==> src/sv/tse_pkg.sv <==
// ----------------------------------------------------------------------------
// tse_pkg
// Shared types and constants of the Taylor series evaluator: field widths,
// series codes, microcode word layout and the microcode program.
// ----------------------------------------------------------------------------
package tse_pkg;

  localparam int ARG_W      = 32;
  localparam int SUM_W      = 48;
  localparam int CFG_W      = 6;
  localparam int RECIP_BITS = 30;
  localparam int STEP_W     = 3;

  localparam logic [CFG_W-1:0] LAST_INDEX_RST = CFG_W'(15);
  localparam logic [SUM_W-1:0] SUM_MAX = {1'b0, {(SUM_W-1){1'b1}}};

  typedef enum logic [1:0] {
    FN_SIN  = 2'd0,
    FN_COS  = 2'd1,
    FN_EXP  = 2'd2,
    FN_SINH = 2'd3
  } func_t;

  typedef enum logic [2:0] {
    OP_NOP       = 3'd0,
    OP_MUL_SQ    = 3'd1,
    OP_MUL_RATIO = 3'd2,
    OP_MUL_TERM  = 3'd3,
    OP_ACC       = 3'd4,
    OP_EMIT      = 3'd5
  } op_t;

  typedef enum logic [2:0] {
    COND_NONE      = 3'd0,
    COND_ALWAYS    = 3'd1,
    COND_IDLE      = 3'd2,
    COND_PAST_LAST = 3'd3,
    COND_FIRST     = 3'd4
  } cond_t;

  typedef logic [STEP_W-1:0] step_t;

  localparam step_t ST_IDLE  = 3'd0;
  localparam step_t ST_SQ    = 3'd1;
  localparam step_t ST_CHECK = 3'd2;
  localparam step_t ST_FIRST = 3'd3;
  localparam step_t ST_RATIO = 3'd4;
  localparam step_t ST_TERM  = 3'd5;
  localparam step_t ST_ACC   = 3'd6;
  localparam step_t ST_EMIT  = 3'd7;

  typedef struct packed {
    op_t   op;
    cond_t cond;
    step_t target;
    logic  wait_mul;
  } ucode_t;

  typedef struct packed {
    op_t  op;
    logic mul_go;
  } seq_ctrl_t;

  typedef struct packed {
    logic start;
    logic past_last;
    logic first;
    logic mul_done;
  } seq_stat_t;

  function automatic ucode_t ucode_rom(input step_t s);
    ucode_t w;
    w = '{op: OP_NOP, cond: COND_NONE, target: ST_IDLE, wait_mul: 1'b0};
    case (s)
      ST_IDLE:  w = '{op: OP_NOP,       cond: COND_IDLE,      target: ST_IDLE,  wait_mul: 1'b0};
      ST_SQ:    w = '{op: OP_MUL_SQ,    cond: COND_NONE,      target: ST_IDLE,  wait_mul: 1'b1};
      ST_CHECK: w = '{op: OP_NOP,       cond: COND_PAST_LAST, target: ST_EMIT,  wait_mul: 1'b0};
      ST_FIRST: w = '{op: OP_NOP,       cond: COND_FIRST,     target: ST_ACC,   wait_mul: 1'b0};
      ST_RATIO: w = '{op: OP_MUL_RATIO, cond: COND_NONE,      target: ST_IDLE,  wait_mul: 1'b1};
      ST_TERM:  w = '{op: OP_MUL_TERM,  cond: COND_NONE,      target: ST_IDLE,  wait_mul: 1'b1};
      ST_ACC:   w = '{op: OP_ACC,       cond: COND_ALWAYS,    target: ST_CHECK, wait_mul: 1'b0};
      ST_EMIT:  w = '{op: OP_EMIT,      cond: COND_ALWAYS,    target: ST_IDLE,  wait_mul: 1'b0};
      default:  w = '{op: OP_NOP,       cond: COND_ALWAYS,    target: ST_IDLE,  wait_mul: 1'b0};
    endcase
    return w;
  endfunction

endpackage

==> src/sv/tse_mul.sv <==
// ----------------------------------------------------------------------------
// tse_mul
// Multi-cycle signed 48x48 multiplier: four 24x24 partial products on one
// multiplier, then a right shift, saturation to 48 bits and the sign.
// ----------------------------------------------------------------------------
module tse_mul #(
  parameter int FRAC_BITS = 28
) (
  input  logic                             clk,
  input  logic                             rst,
  input  logic                             go,
  input  logic                             frac_sh,
  input  logic signed [tse_pkg::SUM_W-1:0] a,
  input  logic signed [tse_pkg::SUM_W-1:0] b,
  output logic                             done,
  output logic signed [tse_pkg::SUM_W-1:0] res,
  output logic                             sat
);
  import tse_pkg::*;

  localparam int HALF_W = SUM_W / 2;
  localparam int PROD_W = 2 * SUM_W;
  localparam logic [2:0] CNT_LAST_PP = 3'd3;
  localparam logic [2:0] CNT_LAST_ADD = 3'd4;
  localparam logic [2:0] CNT_FIN = 3'd5;

  logic [SUM_W-1:0]    ua;
  logic [SUM_W-1:0]    ub;
  logic                neg;
  logic                shsel;
  logic                active;
  logic [2:0]          cnt;
  logic [2*HALF_W-1:0] pp;
  logic [1:0]          pp_wt;
  logic [PROD_W-1:0]   acc;
  logic [PROD_W-1:0]   q;
  logic [PROD_W-1:0]   lim;
  logic [HALF_W-1:0]   a_half;
  logic [HALF_W-1:0]   b_half;
  logic [SUM_W-1:0]    mag;
  logic                over;

  assign a_half = cnt[1] ? ua[SUM_W-1:HALF_W] : ua[HALF_W-1:0];
  assign b_half = cnt[0] ? ub[SUM_W-1:HALF_W] : ub[HALF_W-1:0];

  assign q    = shsel ? (acc >> FRAC_BITS) : (acc >> RECIP_BITS);
  assign lim  = PROD_W'(SUM_MAX) + PROD_W'(neg);
  assign over = q > lim;
  assign mag  = over ? lim[SUM_W-1:0] : q[SUM_W-1:0];

  always_ff @(posedge clk) begin
    if (rst) begin
      active <= 1'b0;
      done   <= 1'b0;
      cnt    <= '0;
    end else if (go) begin
      active <= 1'b1;
      done   <= 1'b0;
      cnt    <= '0;
      ua     <= a[SUM_W-1] ? SUM_W'(-a) : SUM_W'(a);
      ub     <= b[SUM_W-1] ? SUM_W'(-b) : SUM_W'(b);
      neg    <= a[SUM_W-1] ^ b[SUM_W-1];
      shsel  <= frac_sh;
      acc    <= '0;
    end else if (active) begin
      cnt  <= cnt + 3'd1;
      done <= 1'b0;
      if (cnt <= CNT_LAST_PP) begin
        pp    <= a_half * b_half;
        pp_wt <= 2'(cnt[1]) + 2'(cnt[0]);
      end
      if (cnt >= 3'd1 && cnt <= CNT_LAST_ADD) begin
        acc <= acc + (PROD_W'(pp) << (HALF_W * int'(pp_wt)));
      end
      if (cnt == CNT_FIN) begin
        res    <= neg ? SUM_W'(-mag) : mag;
        sat    <= over;
        done   <= 1'b1;
        active <= 1'b0;
      end
    end else begin
      done <= 1'b0;
    end
  end

endmodule

==> src/sv/tse_useq.sv <==
// ----------------------------------------------------------------------------
// tse_useq
// Microcode sequencer: step counter over the control ROM, conditional jumps,
// hold on multiply steps until the multiplier reports done.
// ----------------------------------------------------------------------------
module tse_useq (
  input  logic               clk,
  input  logic               rst,
  input  tse_pkg::seq_stat_t stat,
  output tse_pkg::seq_ctrl_t ctrl,
  output logic               busy
);
  import tse_pkg::*;

  step_t  step;
  step_t  step_next;
  ucode_t word;
  logic   take;
  logic   issued;

  assign word     = ucode_rom(step);
  assign busy     = step != ST_IDLE;
  assign ctrl.op  = word.op;
  assign ctrl.mul_go = word.wait_mul && !issued;

  always_comb begin
    unique case (word.cond)
      COND_NONE:      take = 1'b0;
      COND_ALWAYS:    take = 1'b1;
      COND_IDLE:      take = !stat.start;
      COND_PAST_LAST: take = stat.past_last;
      COND_FIRST:     take = stat.first;
      default:        take = 1'b0;
    endcase
  end

  always_comb begin
    if (word.wait_mul && !stat.mul_done) begin
      step_next = step;
    end else if (take) begin
      step_next = word.target;
    end else begin
      step_next = step + step_t'(1);
    end
  end

  always_ff @(posedge clk) begin
    if (rst) begin
      step   <= ST_IDLE;
      issued <= 1'b0;
    end else begin
      step <= step_next;
      if (ctrl.mul_go) begin
        issued <= 1'b1;
      end else if (stat.mul_done) begin
        issued <= 1'b0;
      end
    end
  end

endmodule

==> src/sv/taylor_series_evaluator.sv <==
// ----------------------------------------------------------------------------
// taylor_series_evaluator
// Truncated Taylor sum of sin, cos, exp or sinh in fixed point, run by a
// microcoded sequencer over one shared multi-cycle multiplier.
// ----------------------------------------------------------------------------
// Usage:
//   Input: drive func and arg_x (Q4.28) and raise start; the beat is taken at
//   the edge where start is high and busy is low. busy stays high until the
//   result beat is out.
//   Output: done is high for exactly one cycle with series_sum (Q20.28,
//   saturated) and saturated; the receiver cannot stall, so take it then.
//   Config: cfg_we/cfg_wdata write last_index (reset 15); write only while
//   busy is low.
//   Timing: each multiply runs on a 24x24 multiplier used four times. After
//   the accept come x*x, the first term, then for each later term two
//   multiplies, index checks and the add, and last the final index check
//   and the emit; with no terms summed, only x*x, the check and the emit.
//   The sine at the default last index sums 8 terms.
//   One item at a time; the next beat is taken in the strobe cycle.
//   Reset: sequencer returns to idle, last_index goes to 15, no strobe.
// ----------------------------------------------------------------------------
module taylor_series_evaluator #(
  parameter int MAX_INDEX = 63,
  parameter int FRAC_BITS = 28
) (
  input  logic                             clk,
  input  logic                             rst,
  input  logic                             start,
  output logic                             busy,
  input  logic [1:0]                       func,
  input  logic signed [tse_pkg::ARG_W-1:0] arg_x,
  input  logic                             cfg_we,
  input  logic [tse_pkg::CFG_W-1:0]        cfg_wdata,
  output logic                             done,
  output logic signed [tse_pkg::SUM_W-1:0] series_sum,
  output logic                             saturated
);
  import tse_pkg::*;

  localparam int IDXW      = $clog2(MAX_INDEX + 3);
  localparam int KW        = $clog2(MAX_INDEX);
  localparam int ROM_DEPTH = 1 << KW;
  localparam int CMP_W     = (IDXW > CFG_W) ? IDXW : CFG_W + 1;

  logic [CFG_W-1:0]        last_index;
  func_t                   fn;
  logic signed [SUM_W-1:0] x;
  logic signed [SUM_W-1:0] x2;
  logic signed [SUM_W-1:0] ratio;
  logic signed [SUM_W-1:0] term;
  logic signed [SUM_W-1:0] sum;
  logic                    sat;
  logic [IDXW-1:0]         idx;
  logic [IDXW-1:0]         last;
  logic [IDXW-1:0]         last_next;

  logic [RECIP_BITS:0] recip_pair [ROM_DEPTH];
  logic [RECIP_BITS:0] recip_lin  [ROM_DEPTH];
  logic [IDXW-1:0]     k_full;
  logic [KW-1:0]       k;
  logic [RECIP_BITS:0] recip;

  logic                    accept;
  logic signed [SUM_W-1:0] sx_arg;
  logic signed [SUM_W-1:0] one;
  logic signed [SUM_W:0]   sum_wide;
  logic signed [SUM_W-1:0] sum_next;
  logic                    sum_clip;

  seq_stat_t               stat;
  seq_ctrl_t               ctrl;
  logic                    mul_done;
  logic                    mul_sat;
  logic                    mul_frac;
  logic signed [SUM_W-1:0] mul_a;
  logic signed [SUM_W-1:0] mul_b;
  logic signed [SUM_W-1:0] mul_res;

  for (genvar g = 0; g < ROM_DEPTH; g++) begin : g_recip
    localparam logic [63:0] PD = (g == 0) ? 64'd1 : 64'(g) * 64'(g + 1);
    localparam logic [63:0] LD = (g == 0) ? 64'd1 : 64'(g);
    localparam logic [63:0] PV = ((64'd1 << RECIP_BITS) + PD / 64'd2) / PD;
    localparam logic [63:0] LV = ((64'd1 << RECIP_BITS) + LD / 64'd2) / LD;
    assign recip_pair[g] = PV[RECIP_BITS:0];
    assign recip_lin[g]  = LV[RECIP_BITS:0];
  end

  assign accept = start && !busy;
  assign sx_arg = {{(SUM_W-ARG_W){arg_x[ARG_W-1]}}, arg_x};
  assign one    = SUM_W'(1) << FRAC_BITS;

  assign last_next = (CMP_W'(last_index) > CMP_W'(MAX_INDEX)) ?
                     IDXW'(MAX_INDEX) : IDXW'(last_index);

  assign k_full = idx - ((fn == FN_COS) ? IDXW'(2) : IDXW'(1));
  assign k      = k_full[KW-1:0];
  assign recip  = (fn == FN_EXP) ? recip_lin[k] : recip_pair[k];

  assign sum_wide = {sum[SUM_W-1], sum} + {term[SUM_W-1], term};
  assign sum_clip = sum_wide[SUM_W] != sum_wide[SUM_W-1];
  assign sum_next = !sum_clip ? sum_wide[SUM_W-1:0] :
                    sum_wide[SUM_W] ? ~SUM_MAX : SUM_MAX;

  always_comb begin
    mul_a    = x;
    mul_b    = x;
    mul_frac = 1'b1;
    case (ctrl.op)
      OP_MUL_RATIO: begin
        mul_a    = (fn == FN_EXP) ? x : x2;
        mul_b    = SUM_W'(recip);
        mul_frac = 1'b0;
      end
      OP_MUL_TERM: begin
        mul_a = term;
        mul_b = ratio;
      end
      default: begin
        mul_a    = x;
        mul_b    = x;
        mul_frac = 1'b1;
      end
    endcase
  end

  assign stat.start     = start;
  assign stat.past_last = idx > last;
  assign stat.first     = idx == IDXW'(1);
  assign stat.mul_done  = mul_done;

  tse_useq u_useq (
    .clk  (clk),
    .rst  (rst),
    .stat (stat),
    .ctrl (ctrl),
    .busy (busy)
  );

  tse_mul #(
    .FRAC_BITS (FRAC_BITS)
  ) u_mul (
    .clk     (clk),
    .rst     (rst),
    .go      (ctrl.mul_go),
    .frac_sh (mul_frac),
    .a       (mul_a),
    .b       (mul_b),
    .done    (mul_done),
    .res     (mul_res),
    .sat     (mul_sat)
  );

  always_ff @(posedge clk) begin
    if (rst) begin
      last_index <= LAST_INDEX_RST;
    end else if (cfg_we) begin
      last_index <= cfg_wdata;
    end
  end

  always_ff @(posedge clk) begin
    if (rst) begin
      done <= 1'b0;
    end else begin
      done <= ctrl.op == OP_EMIT;
    end
  end

  always_ff @(posedge clk) begin
    if (accept) begin
      fn   <= func_t'(func);
      x    <= sx_arg;
      sum  <= '0;
      sat  <= 1'b0;
      idx  <= IDXW'(1);
      last <= last_next;
      term <= (func_t'(func) == FN_COS || func_t'(func) == FN_EXP) ? one : sx_arg;
    end else begin
      if (mul_done) begin
        sat <= sat | mul_sat;
        case (ctrl.op)
          OP_MUL_SQ:    x2 <= mul_res;
          OP_MUL_RATIO: ratio <= (fn == FN_SIN || fn == FN_COS) ? SUM_W'(-mul_res) : mul_res;
          OP_MUL_TERM:  term <= mul_res;
          default:      x2 <= x2;
        endcase
      end
      if (ctrl.op == OP_ACC) begin
        sum <= sum_next;
        sat <= sat | sum_clip;
        idx <= idx + ((fn == FN_EXP) ? IDXW'(1) : IDXW'(2));
      end
    end
  end

  assign series_sum = sum;
  assign saturated  = sat;

endmodule

==> config.mk <==
export PLATFORM = sky130hd
export DESIGN_NAME = taylor_series_evaluator
export DESIGN_NICKNAME = d
export VERILOG_FILES = /design/src/sv/tse_pkg.sv /design/src/sv/tse_mul.sv /design/src/sv/tse_useq.sv /design/src/sv/taylor_series_evaluator.sv
export SDC_FILE = /design/constraint.sdc
export NUM_CORES = 2
export LEC_CHECK = 0
export ABC_AREA = 1
export BUFFER_PORTS_ARGS = -buffer_cell sky130_fd_sc_hd__buf_2
export CAP_MARGIN = 10
export CORE_MARGIN = 3
export CORE_UTILIZATION = 45
export CTS_BUF_LIST = sky130_fd_sc_hd__clkbuf_4 sky130_fd_sc_hd__clkbuf_8
export DETAILED_ROUTE_END_ITERATION = 12
export HOLD_SLACK_MARGIN = 0.06
export PLACE_DENSITY = 0.62
export SYNTH_ARGS = -nofsm -noshare
export SYNTH_HDL_FRONTEND = slang
export SYNTH_SLANG_ARGS = --single-unit
==> constraint.sdc <==
create_clock -name clk -period 19.6 [get_ports clk]
set_input_delay 4.9 -clock clk [delete_from_list [all_inputs] [get_ports clk]]
set_output_delay 4.9 -clock clk [all_outputs]
set_load 0.01 [all_outputs]
# == After elaboration in Yosys (flattened, before gate mapping) ==
# Memory sizes are Yosys's and may differ from the RTL's. A register that Yosys moved wholly into a read port is not among the register bits.
# Cells that the tools add are included.
# op_classes
addsub,12
n_mul,2
order_cmp,6
eq_ne,16
n_shift,1
mux,39
bitwise,8
reduce_logical,27
# ops
cell,count
$mux 48,10
$mux 96,2
$neg 48->48,4
$pmux 48 s2,2
$mux 31,5
$add 96x96->96,1
$gt 96x96->1,1
$shl 48x32->96,1
$mux 47,2
$mux 68,1
$add 48x48->49,1
$add 47x1->48 const A,1
$mul 24x24->48,1
$mux 24,2
$eq 3x2->1 const B,4
$eq 3x3->1 const B,4
$reduce_bool 2->1,6
$mux 1,9
$mux 3,3
$reduce_and 3->1,3
$reduce_and 4->1,2
$add 7x2->7,1
$eq 7x1->1 const B,1
$ge 7x7->1 const B,1
other kinds (26),43
# totals
regBits,549
rom_bits,4048
in_bits,44
word_cells,141
n_memories,3
# memory_table
memory,depth,word_bits,rd,rd_ports_with_merged_regs,write_ports,line,text
(name not given),64,31,1,0,0,taylor_series_evaluator.sv:97,assign recip = (fn == FN_EXP) ? recip_lin[k] : recip_pair[k];
(name not given),64,31,1,0,0,taylor_series_evaluator.sv:97,
(name not given),8,10,1,1,0,tse_pkg.sv:74,case (s)

# == Depth between registers and ports, before layout ==
# depth
word_depth,11
mapped_depth,36

# == By module ==
# From an unflattened synthesis, not the netlist that was laid out.
# unflattened
hier_cells,8486
area_unflattened_um2,63025.4
# by_module_without_submodules
mod,n_inst,cells_each,area_per_inst_um2
tse_mul,1,5687,43316.5
taylor_series_evaluator,1,2722,19045.8
tse_useq,1,77,663.1

# == Worst setup path before layout ==
# OpenSTA, ideal clock, no wires.
# synth_path
path_kind,input-to-reg
from,input rst
to,register u_mul.acc[0] (enable)
setup_time_ns,0.458
arrival_time_ns,11.514
required_ns,19.142
setup_slack_ns,7.629
stages,3
path_cell_list,nor2_1 inv_1 nand2_1
# synth_via
elab_chain_len,2
# synth_lines
element,line,text
start: declaration,taylor_series_evaluator.sv:27,"input logic rst,"
$not 1->1 (no source line),-,
$reduce_and 3->1 (no source line),-,
end signal: assignment,tse_mul.sv:73,acc <= acc + (PROD_W'(pp) << (HALF_W * int'(pp_wt)));
end: declaration,tse_mul.sv:35,logic [PROD_W-1:0] acc;
# No other way between the ends.
# A chain may end at the register's enable or synchronous reset.

# == Worst setup path after layout ==
# layout_path
from,register u_mul.cnt[1]
to,"register u_mul.pp[44], data pin"
# layout_via
elab_chain_len,2
# layout_lines
element,line,text
start: declaration,tse_mul.sv:32,logic [2:0] cnt;
start signal: assignment,tse_mul.sv:66,cnt <= cnt + 3'd1;
$mux 24,tse_mul.sv:43,assign a_half = cnt[1] ? ua[SUM_W-1:HALF_W] : ua[HALF_W-1:0];
$mul 24x24->48,tse_mul.sv:69,pp <= a_half * b_half;
end signal: assignment,tse_mul.sv:69,
end: declaration,tse_mul.sv:33,logic [2*HALF_W-1:0] pp;
# No other way between the ends.

==> out/qor.yml <==
h-tree-depth: 3
synth_top_area_share_pct: 22.75
period_share_pct: 48.90
area_delta_synth_final_pct: 6.934
seqCellArea_um2: 15970
drc_errors: 0
synthTopCellsByCount: "nand2_1, inv_1, nor2_1"
cts_setup_buffers: 0
cts_tree: "built"
post_cts_resized: 0
ant_nets: 0
critPathKind: "flip-flop to flip-flop"
syn_nets: 9522
initialDrtViolationCount: 6664
synth-seq-cells: 559
die_area_um2: 144400
critPathCaptureType: "flip-flop"
seq_area_frac_synth_pct: 25.36
grt_pass1_vias: 57854
insertion_delay_ps: 830
die_y_um: 380.0
setup_viol: 0
core-area_um2: 138200
fin_crit_ps: 9585
grt_pass1_wl_um: 367900
grt_max_degree: 87
cts_root_buf: "clkbuf_8"
synth_ff_type: "edfxtp_1"
slowest_stage: "dfxtp_1"
finClkSkew_ps: 54.66
numCtsBuffers: 96
hold_ws_ps: 434.5
ys_warn_count: 0
io_pins: 95
maxCapViolCount: 0
synth_cell_types: 70
fillers: 14125
synth_area_um2: 62960
fin_tns_setup_ps: 0
gp_congestion: 1.035
arrival_ps: 10100
gr-usage-all-layers_pct: 33.45
clk_pin_slew_ps: 70
synth_area_leaders: "edfxtp_1, fa_1, nand2_1, inv_1, ha_1"
hpwl_um: 195200
synthArstFlopShare_pct: 0
hold_buffers: 0
rsz0062_at_grt: "no"
crit_fanout: 28
avgRoutedWirePerCell_um: 23.21
vias_per_cell: 5.632
synth_area_per_cell_um2: 7.331
synth_cells: 8588
nets: 9526
finalWirelength_um: 244700
fin_ws_ps: 10010
hp-class: "flip-flop to flip-flop"
row_count: 136
dpl_worst_slack_ps: 10220
synth_edf_count: 477
critical_path_required_ps: 20120
die_w_um: 380.0
cts_buffer_depth: 3
outcome: "complete, no violations"
postLayoutCoreUtil_pct: 48.72
start_util_pct: 45.56
grt-ovfl-total: 0
hold_viol: 0
multi_input_area_um2: 40230
tightest_slew_ps: 1296
synth_top_area_cell: "edfxtp_1"
start_kind: "flip-flop"
drive_above_1_share_pct: 6.041
vias: 59369
fmax_mhz: 104.3
slew-limit-headroom_pct: 12.69
firstDrtPassIters: 8
drv_slew: 0
grt_antenna_before_repair: 17
slowest_delay_ps: 980
cts.sinks: 559
yosysMostFrequentCell: "nand2_1"
port_buffers: 94
## critical path: cells and delay by family, from the launching register on
kind            cells  cell delay (ps)
compound gates      7             1160
xor+xnor            1              130
fa+ha+maj           8             3970
buf+inv             9             1680
flops               1              980
simple gates        6             1340
## flip-flops by register name (all words and copies together), names as in the netlist, 7 cells and up
register	count
idx	7
ratio	48
series_sum	48
term	48
u_mul.acc	96
u_mul.pp	48
u_mul.res	48
u_mul.ua	48
u_mul.ub	48
u_useq.word	10
x	32
x2	48
## placed cells by master, fill, tap and decap left out, drive strengths merged, types with 4 or more instances in the layout
cell type	Yosys	routed
dfxtp	82	82
a221oi	6	6
a21o	10	10
o21bai	23	23
nor4	25	25
nor2	1050	1050
o211ai	27	27
ha	404	404
nor3	71	71
mux2i	19	19
xor2	151	151
o21ai	663	663
a21boi	18	18
diode	0	5
nand3b	6	6
fa	486	486
o21a	57	57
o22ai	56	56
clkinv	18	65
nand3	378	378
a22oi	22	22
nand4	74	74
bufinv	0	4
and3	11	11
o31ai	6	6
a22o	9	9
inv	1468	1473
o221ai	21	21
clkbuf	204	121
edfxtp	477	477
xnor2	62	62
buf	86	196
a21oi	517	517
nand2	1925	1925
or2	56	56
a31oi	79	79
## cells by family after synthesis
family	share of synthesized area, %
flops	25.36
buf+inv	10.92
fa+ha+maj	23.48
xor+xnor	3.023
simple gates	23.41
mux	0.3379
compound gates	13.46
## layout make-up
| class | count | area share [%] |
|---|---|---|
| clock inverter | 59 | 0.6709 |
| antenna | 5 | 0.01859 |
| clock buffer | 121 | 2.251 |
| timing repair buffer | 196 | 1.836 |
| sequential | 559 | 23.72 |
| inverter | 1486 | 8.293 |
| multi-input combinational | 6253 | 59.75 |
| tap | 1863 | 3.463 |
## path summary, 6_finish.rpt
path,from,to,slack (ps),cells past startpoint
hold reg to reg,last_index[4],last[4],430,0
hold / removal,last_index[4],last[4],430,0
setup reg to reg,u_mul.cnt[1],u_mul.pp[44],10010,31
setup / recovery,u_mul.cnt[1],u_mul.pp[44],10010,31
## through the flow
step           instance area (um^2)  std cells
2_1_floorplan                 62960       8588
3_3_place_gp                  65320      10354
3_5_place_dp                  65320      10354
4_1_cts                       67290      10534
5_1_grt                       67310      10538
6_report                      67320      10542
## layer usage
layer	GRT usage [%]	wire [um]	up-vias
met5	0	68	-
met4	13.66	11510	12
met3	6.409	21510	545
met2	51.16	106200	2721
met1	46.56	105400	28419
li1	-	-	27672
Power is not shown: default switching activity piles up to over one toggle a cycle in this logic, so the estimate is an artifact.
